<file path="config.mk">
export PLATFORM = sky130hd
export DESIGN_NAME = code_line_counter
export DESIGN_NICKNAME = d
export VERILOG_FILES = /design/src/sv/ccl_pkg.sv /design/src/sv/ccl_step.sv /design/src/sv/code_line_counter.sv
export SDC_FILE = /design/constraint.sdc
export NUM_CORES = 1
export LEC_CHECK = 0
export BUFFER_PORTS_ARGS = -buffer_cell sky130_fd_sc_hd__buf_2
export CORE_MARGIN = 4
export CORE_UTILIZATION = 30
export DETAILED_ROUTE_END_ITERATION = 12
export GPL_ROUTABILITY_DRIVEN = 1
export SYNTH_ARGS = -nofsm -noshare
export SYNTH_HDL_FRONTEND = slang
export SYNTH_HIERARCHICAL = 1
export SYNTH_SLANG_ARGS = --single-unit
</file>
<file path="constraint.sdc">
create_clock -name clk -period 4 [get_ports clk]
set_input_delay 0.4 -clock clk [delete_from_list [all_inputs] [get_ports clk]]
set_output_delay 0.4 -clock clk [all_outputs]
set_load 0.02 [all_outputs]
</file>
<file path="src/sv/ccl_pkg.sv">
package ccl_pkg;

    // character codes that the scanner matches
    localparam logic [7:0] CH_NL    = 8'd10;
    localparam logic [7:0] CH_SP    = 8'd32;
    localparam logic [7:0] CH_QUOTE = 8'd34;
    localparam logic [7:0] CH_STAR  = 8'd42;
    localparam logic [7:0] CH_SLASH = 8'd47;

    // input action codes
    localparam logic ACT_BYTE = 1'b0;
    localparam logic ACT_EOF  = 1'b1;

    // one-character lookahead hold
    typedef enum logic [1:0] {
        HOLD_NONE  = 2'd0,
        HOLD_SLASH = 2'd1,
        HOLD_STAR  = 2'd2
    } hold_t;

    // scanner flags carried from byte to byte
    typedef struct packed {
        logic  in_block_comment;
        logic  in_quote;
        logic  line_has_code;
        logic  skip_rest_of_line;
        hold_t held_char;
    } scan_state_t;

    localparam scan_state_t SCAN_RESET = '{
        in_block_comment:  1'b0,
        in_quote:          1'b0,
        line_has_code:     1'b0,
        skip_rest_of_line: 1'b0,
        held_char:         HOLD_NONE
    };

endpackage

</file>
<file path="src/sv/ccl_step.sv">
module ccl_step #(
    parameter int COUNT_BITS = 32
) (
    input  ccl_pkg::scan_state_t   state_cur,
    input  logic [COUNT_BITS-1:0]  count_cur,
    input  logic                   action,
    input  logic [7:0]             char_code,
    output ccl_pkg::scan_state_t   state_next,
    output logic [COUNT_BITS-1:0]  count_next,
    output logic                   line_done
);
    import ccl_pkg::*;

    localparam logic [COUNT_BITS-1:0] COUNT_MAX = {COUNT_BITS{1'b1}};

    // per-byte next-state logic
    always_comb
    begin
        scan_state_t s;
        logic        used;
        logic        has_code;
        s        = state_cur;
        used     = 1'b0;
        has_code = 1'b0;
        count_next = count_cur;
        line_done  = 1'b0;
        if (action == ACT_EOF || char_code == CH_NL)
        begin
            // line close: a held slash outside a block counts as code
            line_done = 1'b1;
            has_code  = s.line_has_code ||
                        (s.held_char == HOLD_SLASH && !s.in_block_comment);
            if (has_code && !s.in_block_comment && count_cur != COUNT_MAX)
            begin
                count_next = count_cur + 1'b1;
            end
            s.in_quote          = 1'b0;
            s.line_has_code     = 1'b0;
            s.skip_rest_of_line = 1'b0;
            s.held_char         = HOLD_NONE;
        end
        else if (char_code != CH_SP && !s.skip_rest_of_line)
        begin
            // resolve a held character against this byte
            if (s.held_char == HOLD_SLASH)
            begin
                if (!s.in_quote && !s.in_block_comment && char_code == CH_SLASH)
                begin
                    s.skip_rest_of_line = 1'b1;
                    used = 1'b1;
                end
                else if (!s.in_quote && char_code == CH_STAR)
                begin
                    s.in_block_comment = 1'b1;
                    used = 1'b1;
                end
                else if (!s.in_block_comment)
                begin
                    s.line_has_code = 1'b1;
                end
                s.held_char = HOLD_NONE;
            end
            else if (s.held_char == HOLD_STAR)
            begin
                if (char_code == CH_SLASH)
                begin
                    s.in_block_comment = 1'b0;
                    used = 1'b1;
                end
                s.held_char = HOLD_NONE;
            end
            // take the byte on its own
            if (!used)
            begin
                if (!s.in_quote && char_code == CH_SLASH)
                begin
                    s.held_char = HOLD_SLASH;
                end
                else if (!s.in_quote && s.in_block_comment && char_code == CH_STAR)
                begin
                    s.held_char = HOLD_STAR;
                end
                else if (!s.in_block_comment)
                begin
                    s.line_has_code = 1'b1;
                    if (char_code == CH_QUOTE)
                    begin
                        s.in_quote = !s.in_quote;
                    end
                end
            end
        end
        state_next = s;
    end

endmodule

</file>
<file path="src/sv/code_line_counter.sv">
// channel  | direction | handshake           | payload
// ---------+-----------+---------------------+------------------------------
// input    | in        | in_valid / in_stall | action, char_code
// output   | out       | out_valid/out_stall | line_count, line_done
//
// one transaction per cycle sustained while out_stall stays low; the input register loads at the
// accepting edge and the result register when the item advances.
// the scan flags and line counter update when an item moves from the input
// register into the result register, so throughput is set by that one step.
// reset clears the flags, the hold, the counter and both valid bits.
// a stall on the output holds the result register; the input register then
// fills and in_stall rises, with no transaction lost or repeated.
module code_line_counter #(
    parameter int COUNT_BITS = 32
) (
    input  logic        clk,
    input  logic        rst_n,
    input  logic        in_valid,
    output logic        in_stall,
    input  logic        action,
    input  logic [7:0]  char_code,
    output logic        out_valid,
    input  logic        out_stall,
    output logic [31:0] line_count,
    output logic        line_done
);
    import ccl_pkg::*;

    logic                  in_valid_reg;
    logic                  action_reg;
    logic [7:0]            char_reg;
    scan_state_t           state_reg;
    scan_state_t           state_next;
    logic [COUNT_BITS-1:0] count_reg;
    logic [COUNT_BITS-1:0] count_next;
    logic                  done_next;
    logic                  out_valid_reg;
    logic [31:0]           line_count_reg;
    logic                  line_done_reg;
    logic                  advance;
    logic                  in_take;

    // item moves on when the result register is free or being emptied
    assign advance  = in_valid_reg && (!out_valid_reg || !out_stall);
    assign in_stall = in_valid_reg && !advance;
    assign in_take  = in_valid && !in_stall;

    // input register
    always_ff @(posedge clk or negedge rst_n)
    begin
        if (!rst_n)
        begin
            in_valid_reg <= 1'b0;
        end
        else if (in_take)
        begin
            in_valid_reg <= 1'b1;
        end
        else if (advance)
        begin
            in_valid_reg <= 1'b0;
        end
    end

    always_ff @(posedge clk)
    begin
        if (in_take)
        begin
            action_reg <= action;
            char_reg   <= char_code;
        end
    end

    // per-byte scan logic
    ccl_step #(
        .COUNT_BITS (COUNT_BITS)
    ) u_step (
        .state_cur  (state_reg),
        .count_cur  (count_reg),
        .action     (action_reg),
        .char_code  (char_reg),
        .state_next (state_next),
        .count_next (count_next),
        .line_done  (done_next)
    );

    // scan state and counter
    always_ff @(posedge clk or negedge rst_n)
    begin
        if (!rst_n)
        begin
            state_reg <= SCAN_RESET;
            count_reg <= '0;
        end
        else if (advance)
        begin
            state_reg <= state_next;
            count_reg <= count_next;
        end
    end

    // result register
    always_ff @(posedge clk or negedge rst_n)
    begin
        if (!rst_n)
        begin
            out_valid_reg <= 1'b0;
        end
        else if (advance)
        begin
            out_valid_reg <= 1'b1;
        end
        else if (!out_stall)
        begin
            out_valid_reg <= 1'b0;
        end
    end

    always_ff @(posedge clk)
    begin
        if (advance)
        begin
            line_count_reg <= 32'(count_next);
            line_done_reg  <= done_next;
        end
    end

    assign out_valid  = out_valid_reg;
    assign line_count = line_count_reg;
    assign line_done  = line_done_reg;

endmodule

</file>
After elaboration in Yosys (flattened, before gate mapping)
Index checks and enable logic that the tools add are counted.
- add/sub/neg operators: 1
- equality and inequality tests: 13
- mux-type cells: 38
- bitwise operators: 1
- reductions and logical operators: 32
- operators by type and width (cell ; count):
    $mux W32 ; 2
    $add A32 B1 Y32 const B ; 1
    $ne A32 B32 Y1 const B ; 1
    $eq A8 B6 Y1 const B ; 3
    $mux W1 ; 24
    $mux W2 ; 10
    $logic_and A1 B1 Y1 ; 13
    $mux W5 ; 2
    $ne A2 B1 Y1 const B ; 5
    $reduce_bool A2 Y1 ; 5
    $eq A8 B4 Y1 const B ; 1
    $ne A8 B6 Y1 const B ; 1
    $logic_not A1 Y1 ; 7
    $reduce_and A7 Y1 ; 1
    $reduce_and A4 Y1 ; 1
    $logic_or A1 B1 Y1 ; 3
    $reduce_and A3 Y1 ; 1
    $eq A2 B1 Y1 const B ; 1
    $eq A2 B2 Y1 const B ; 1
    $reduce_and A2 Y1 ; 1
    $not A1 Y1 ; 1
- register bits after elaboration: 82
- input port bits: 13
- output and inout port bits: 35
- word-level logic and storage cells: 97

Depth between registers and ports, before layout
Gate-level depths: netlist (run 1).
- word-level depth: 14
- depth in mapped cells: 8
- gate-level depth less buffers: 7

Modules after synthesis
Netlist (run 1), hierarchy kept.
- modules (own cells, without submodules) (module ; instances ; cells an instance ; area each (um^2) ; sequential area each (um^2)):
    code_line_counter ; 1 ; 130 ; 2810.2 ; 2262.2
    ccl_step ; 1 ; 161 ; 1114.8 ; 0.0

Worst setup path before layout (run 1)
OpenSTA, ideal clock, no wires.
- path kind: register to register
- start: register count_reg[0]
- end: register count_reg[24]
- setup time: 0.125 ns
- data arrival time: 2.025 ns
- required time: 3.875 ns
- path slack: 1.850 ns
- cell stages (with the launch flop): 8
- path buffers: 0
- period minus slack after synthesis: 2.150 ns
- path through: dfrtp_1 -> ha_1 -> nand4_2 -> nor4_4 -> nand2_2 -> or3_1 -> xnor2_1 -> mux2_4
- longest elaborated chain between the ends: 4
- elaborated cells between the ends (all ways): 5
- those cells by class: 1 x add/sub; 1 x eq/ne; 2 x mux; 1 x reduce/logical
- RTL lines (element ; RTL line ; RTL):
    start: declaration ; code_line_counter.sv:34 ; logic [COUNT_BITS-1:0] count_reg;
    start signal: assignment ; code_line_counter.sv:98 ; count_reg <= count_next;
    branches (longest 2 deep; another with $add A32 B1 Y32) ; n/a ;
    $mux W32 * ; ccl_step.sv:33 ; if (has_code && !s.in_block_comment && count_cur != COUNT_MAX)
    $mux W32 * ; ccl_step.sv:27 ; if (action == ACT_EOF || char_code == CH_NL)
    named net count_next[24] ; code_line_counter.sv:35 ; logic [COUNT_BITS-1:0] count_next;
Mark *: on every way through the listed nets, which the timed path passes.
A chain may end at the register's enable or synchronous reset.

Worst setup path after layout (run 1)
- start: register count_reg[0]
- end: register count_reg[1]
Same word-level chain as after synthesis.

==> results.yml, run 1 <==
run_status:
  status: "finished, final reports clean"
finish:
  antenna_cells: 0
  drive_gt1_share_pct: 33.9
  area_growth_pct: 17.7
  multi_input_area_sq_um: 1580
  fill_cells: 1280
  area.sequential_sq_um: 2260
  final_common_cell: "buf_2"
  layout.nets: 357
  layout_common_cells: "47 x buf_2, 42 x edfxtp_1, 40 x dfrtp_1"
  stdcell_count: 520
yosys:
  postSynthCellCount: 291
  syn_area_sq_um: 3930
  synthArstFlopShare_pct: 48.8
  ys_types: 54
  synth_top_area_cell: "edfxtp_1"
  synth_fp_nets: 305
  synth-edff-count: 42
  synth_area_leaders: "edfxtp_1 32%, dfrtp_1 26%, mux2_2 8.9%"
  synth_warnings: 6
  yosys.area.top_type_share_pct: 32.1
  yosys_register_bits: 82
  avgSynthCellArea_sq_um: 13.5
  synth-main-ff-cell: "edfxtp_1"
  ys_seq_area_share_pct: 57.6
drt:
  ant_nets: 0
  wirelength_um: 7500
  drc: 0
  drt_iter0_drc: 109
  drtPass1Iterations: 4
  vias_per_cell: 4.74
  wl_per_cell_um: 14.4
  vias: 2465
sta:
  hold_viol_final: 0
  fmax_mhz: 399
  fin_skew_ns: 0.00631
  finalSetupViolCount: 0
  maxSlewHeadroom_pct: 34.4
  layout_min_cycle_time_ns: 2.51
  drv_slew: 0
  setup-tns-final_ns: 0
  rsz0062_at_grt: "no"
  fin_ws_ns: 1.49
  tightestPinTransition_ns: 0.984
  period_share_pct: 62.7
global_route:
  grt_max_degree: 72
  gr-total-overflow: 0
  track_usage_pct: 10.5
  antenna_found_initial: 0
  grt_pass1_vias: 2532
  grt_pass1_wl_um: 12400
clock_tree:
  insertion_delay_ns: 0.34
  path_clk_slew_ns: 0.06
  cts_htree_levels: 3
  cts_tree: "done"
  cts_setup_buffers: 0
  cts-root-buf: "clkbuf_16"
  clock_path_buffers: 2
  clock_sinks: 82
  cts_resized: 0
  numCtsBuffers: 9
  holdBufCountCts: 0
worst_setup_path:
  cp-end-kind: "flip-flop"
  crit_required_ns: 4.22
  path_cells: "ha_1 > nand4_2 > nor4_4 > a311oi_4 > mux2_2 > mux2_2"
  cpMostUsedCell: "mux2_2"
  critPathLaunchType: "flip-flop"
  critPathKind: "reg2reg"
  rr_startpoint: "count_reg[0]"
  crit_slowest_cell: "a311oi_4"
  critPathLaunch: "count_reg[0]"
  max_stage_delay_ns: 0.77
  cp.arrival_ns: 2.73
  crit_fanout: 18
floorplan:
  io_pins: 48
  rows: 41
  core_sq_um: 12700
  die_w_um: 122
  start_util_pct: 30.9
  die_y_um: 122
  dieArea_sq_um: 15000
place:
  dp_hpwl_um: 5050
  gp_congestion: 0.784
  port_buffers: 47
  dp_slack_ns: 1.49
  dpl.cell_count: 504
pwr:
  finalPower_uw: 2040
  worst_ir_drop_vdd_mv: 0.233
  p_leak_uw: 0.00189
  cellPowerDensity_nw_per_um2: 441
run:
  drv_cap: 0
worst_hold_path:
  hold_path_class: "in2async"
## layer usage
metal  GRT usage (%)  routed length [um]  up-vias
met2            16.4                3430       52
met4            4.20                 134        0
li1                -                   -     1188
met1            13.8                3550     1212
met5               0                   0        -
met3            3.18                 379       13
## synthesized netlist by cell type, types with 2 or more instances
cell      number
nand2b_1       3
inv_1          6
mux2_4         9
buf_6          2
edfxtp_1      42
xnor2_1       25
nor3_1         6
nor4_1         3
and2_1         2
nand3_1       13
mux2_2        31
or3_1          6
nand4_1       17
nand4_2        3
clkbuf_1       2
a21o_1         2
and3_1         4
xor2_1         6
nor2_1        13
o21a_1         2
nand2_1       16
a21oi_1        5
dfrtp_1       40
buf_4          2
o32ai_1        2
## worst max-delay path, delay by kind of cell, from the launching register on
family / cells / cell delay, ns
compound gates: 1 / 0.77
fa+ha+maj: 1 / 0.26
flops: 1 / 0.43
mux: 2 / 0.69
simple gates: 2 / 0.24
## power by group
| part | internal [uW] | switching [uW] | total [uW] | leakage, uW |
|---|---|---|---|---|
| combinational | 87.0 | 139 | 226 | 0.000790 |
| clock | 481 | 328 | 809 | 0.000135 |
| sequential | 959 | 46.0 | 1000 | 0.000962 |
## path summary, 6_finish.rpt
kind / to / slack [ns] / cells past startpoint
max in group asynchronous: count_reg[13] / 3.19 / 1
setup reg to reg: count_reg[1] / 1.49 / 6
min in group clk: char_reg[0] / 0.24 / 1
setup / recovery: count_reg[1] / 1.49 / 6
hold / removal: count_reg[14] / 0.22 / 1
hold reg to reg: out_valid / 0.50 / 1
## cells by family after synthesis
kind of cell,synth area share [%]
muxes,12.6
DFF,57.6
and+or+nand+nor,15.6
buffers and inverters,2.33
adders and majority gates,0.319
xor gates and xnor gates,6.92
AOI/OAI and AO/OA,4.65
## final cells by class
type                       instances  area share [%]
timing repair buffer              48            5.25
clock inverter                     7            1.52
inverter                           7           0.569
sequential                        82            49.0
multi-input combinational        195            34.2
clock buffer                       9            4.87
tap                              172            4.66
## stage by stage
stage	cell area [sq um]	util, %	hold slack [ns]
final	4620	36.3	0.219
after global routing	4620	36.3	0.221
after CTS	4620	36.3	0.221
after detailed placement	4330	34.0	0.489
after global placement	4330	34.0	0.460
after floorplan	3930	-	0.104
No activity file was read; power rests on OpenSTA's default activity.
==> run 2, diff against run 1 <==
--- a/config.mk
+++ b/config.mk
@@ -5,6 +5,7 @@
 export SDC_FILE = /design/constraint.sdc
 export NUM_CORES = 1
 export LEC_CHECK = 0
+export ABC_AREA = 1
 export BUFFER_PORTS_ARGS = -buffer_cell sky130_fd_sc_hd__buf_2
 export CORE_MARGIN = 4
 export CORE_UTILIZATION = 30
==> constraint.sdc (replaced) <==
create_clock -name clk -period 2.25 [get_ports clk]
set_input_delay 0.225 -clock clk [delete_from_list [all_inputs] [get_ports clk]]
set_output_delay 0.225 -clock clk [all_outputs]
set_load 0.02 [all_outputs]
==> run 2 against run 1 <==
  * Final cell count up 59%
  * Register-to-register slack worse by 1.3 ns
  * Global-route usage up 3.1 points
  * Synthesized cell count up 100%
  * Clock skew rose by 0.0052 ns
  * Non-clock buffer count up 14
  * Sequential share of layout area decreased by 6.6 points
  * Hold slack lost 0.17 ns
  * Critical path type unchanged
  * Largest power group unchanged
  * Highest routed layer unchanged
==> results.yml, run 2 <==
finish:
  area.sequential_sq_um: 2260
  fill_cells: 1515
  area_growth_pct: 17.8
  multi_input_area_sq_um: 1990
  final_common_cell: "nand2_1"
  antenna_cells: 0
  layout.nets: 652
  layout_common_cells: "247 x nand2_1, 55 x nand3_1, 53 x nor2_1"
  drive_gt1_share_pct: 15.2
  final_util_pct: 36.4
global_route:
  antenna_found_initial: 0
  grt_max_degree: 43
  gr-total-overflow: 0
  grt_pass1_vias: 3711
  grt_pass1_wl_um: 18200
  track_usage_pct: 13.6
clock_tree:
  clock_path_buffers: 2
  clock_sinks: 82
  path_clk_slew_ns: 0.07
  cts-root-buf: "clkbuf_16"
  insertion_delay_ns: 0.35
  numCtsBuffers: 9
  cts_htree_levels: 3
  cts_tree: "done"
sta:
  layout_min_cycle_time_ns: 2.05
  tightestPinTransition_ns: 0.631
  period_share_pct: 91.1
  whs_ns: 0.0510
  finalSetupViolCount: 0
  fin_ws_ns: 0.200
  fin_skew_ns: 0.0115
  drv_slew: 0
  fmax_mhz: 488
  setup-tns-final_ns: 0
  hold_viol_final: 0
  rsz0062_at_grt: "yes"
  maxSlewHeadroom_pct: 57.8
worst_setup_path:
  crit_fanout: 5
  cp.arrival_ns: 2.29
  cp-end-kind: "flip-flop"
  critPathLaunchType: "flip-flop"
  critPathKind: "reg2reg"
  critPathLaunch: "count_reg[0]"
  rr_startpoint: "count_reg[0]"
  crit_required_ns: 2.49
pwr:
  worst_ir_drop_vdd_mv: 0.372
  cellPowerDensity_nw_per_um2: 703
  p_leak_uw: 0.00246
run_status:
  status: "finished, final reports clean"
yosys:
  synth_top_area_cell: "edfxtp_1"
  synth_fp_nets: 598
  postSynthCellCount: 584
  synth_warnings: 6
  synthArstFlopShare_pct: 48.8
  yosys.area.top_type_share_pct: 27.8
  syn_area_sq_um: 4530
  ys_types: 34
  synth_area_leaders: "edfxtp_1 28%, dfrtp_1 22%, nand2_1 20%"
  yosys-top-cells-count: "247 x nand2_1, 56 x nor2_1, 55 x nand3_1"
  yosys_register_bits: 82
  synth-main-ff-cell: "edfxtp_1"
  synth-edff-count: 42
  ys_seq_area_share_pct: 49.9
  synth_most_common_cell: "nand2_1"
  avgSynthCellArea_sq_um: 7.76
worst_hold_path:
  worstHoldStart: "char_code[1]"
  hold_path_class: "in2reg"
floorplan:
  die_y_um: 131
  rows: 44
  core_sq_um: 14600
  dieArea_sq_um: 17100
  die_w_um: 131
  io_pins: 48
  start_util_pct: 30.9
drt:
  wirelength_um: 10800
  vias_per_cell: 4.67
  ant_nets: 0
  vias: 3859
  wl_per_cell_um: 13.1
  drt_iter0_drc: 334
  drc: 0
  drtPass1Iterations: 5
run:
  drv_cap: 0
place:
  port_buffers: 47
  gp_congestion: 0.862
  dp_slack_ns: 0.144
  dp_hpwl_um: 7340
==> run 2: stage by stage <==
stage               area [sq um]  power (uW)  std cells
floorplan                   4530        2110        584
finish                      5340        3750        827
CTS                         5300        3780        825
global placement            5000        2280        808
detailed placement          5000        2280        808
global route                5340        3930        827
==> run 2: kinds of logic (layout without fill, tap and decap cells) <==
family          Yosys count  count (layout)  share of synthesized area, %
fa+ha+maj                 1               1                         0.276
buf+inv                  68             127                          6.63
flops                    82              82                          49.9
xor+xnor                 21              21                          4.06
simple gates            393             393                          36.8
compound gates           19              19                          2.32
==> run 2: final cells by class <==
cell class | count | share of cell area [%]
Clock inverter | 4 | 0.961
Inverter | 49 | 3.45
Sequential cell | 82 | 42.4
Multi-Input combinational cell | 434 | 37.2
Clock buffer | 12 | 4.62
Tap cell | 184 | 4.31
Timing Repair Buffer | 62 | 7.03
==> run 2: final timing paths <==
kind / endpoint / slack, ns / depth (start not counted)
max reg2reg: count_reg[28] / 0.20 / 12
min: char_reg[1] / 0.05 / 1
min in group asynchronous: count_reg[2] / 0.38 / 3
max: count_reg[28] / 0.20 / 12
min reg2reg: state_reg[3] / 0.50 / 2
max in group asynchronous: count_reg[23] / 1.65 / 3
==> run 2: what timing repair did <==
item / CTS / global route
gates resized for setup: 0 / 5
hold buffers: 1 / 0
setup buffers: 0 / 2
hold endpoints to repair: 40 / 0
endpoints found under the setup margin: 0 / 34
==> run 2: critical path, cell delays in order (launching register included) <==
cell and delay (ns):
dfrtp_1 0.40, ha_1 0.17, inv_1 0.07, nor2_4 0.13, nand2_1 0.12, nor2_4 0.16, nand2_1 0.14, nor3b_2 0.33
nand3_1 0.12, nand2_1 0.07, nand2_1 0.07, nand3_1 0.10, nand2_1 0.06
==> run 2: per-layer routing <==
metal | up-vias | global-route usage [%] | routed length [um]
met5 | - | 0 | 0
met4 | 0 | 4.23 | 171
met3 | 14 | 4.02 | 546
met2 | 80 | 21.4 | 4860
met1 | 1798 | 18.3 | 5260
li1 | 1967 | - | -
==> run 2: report_power, final <==
group	switching (uW)	internal (uW)	total, uW
clock	592	892	1480
combinational	364	151	516
sequential	63.8	1690	1750
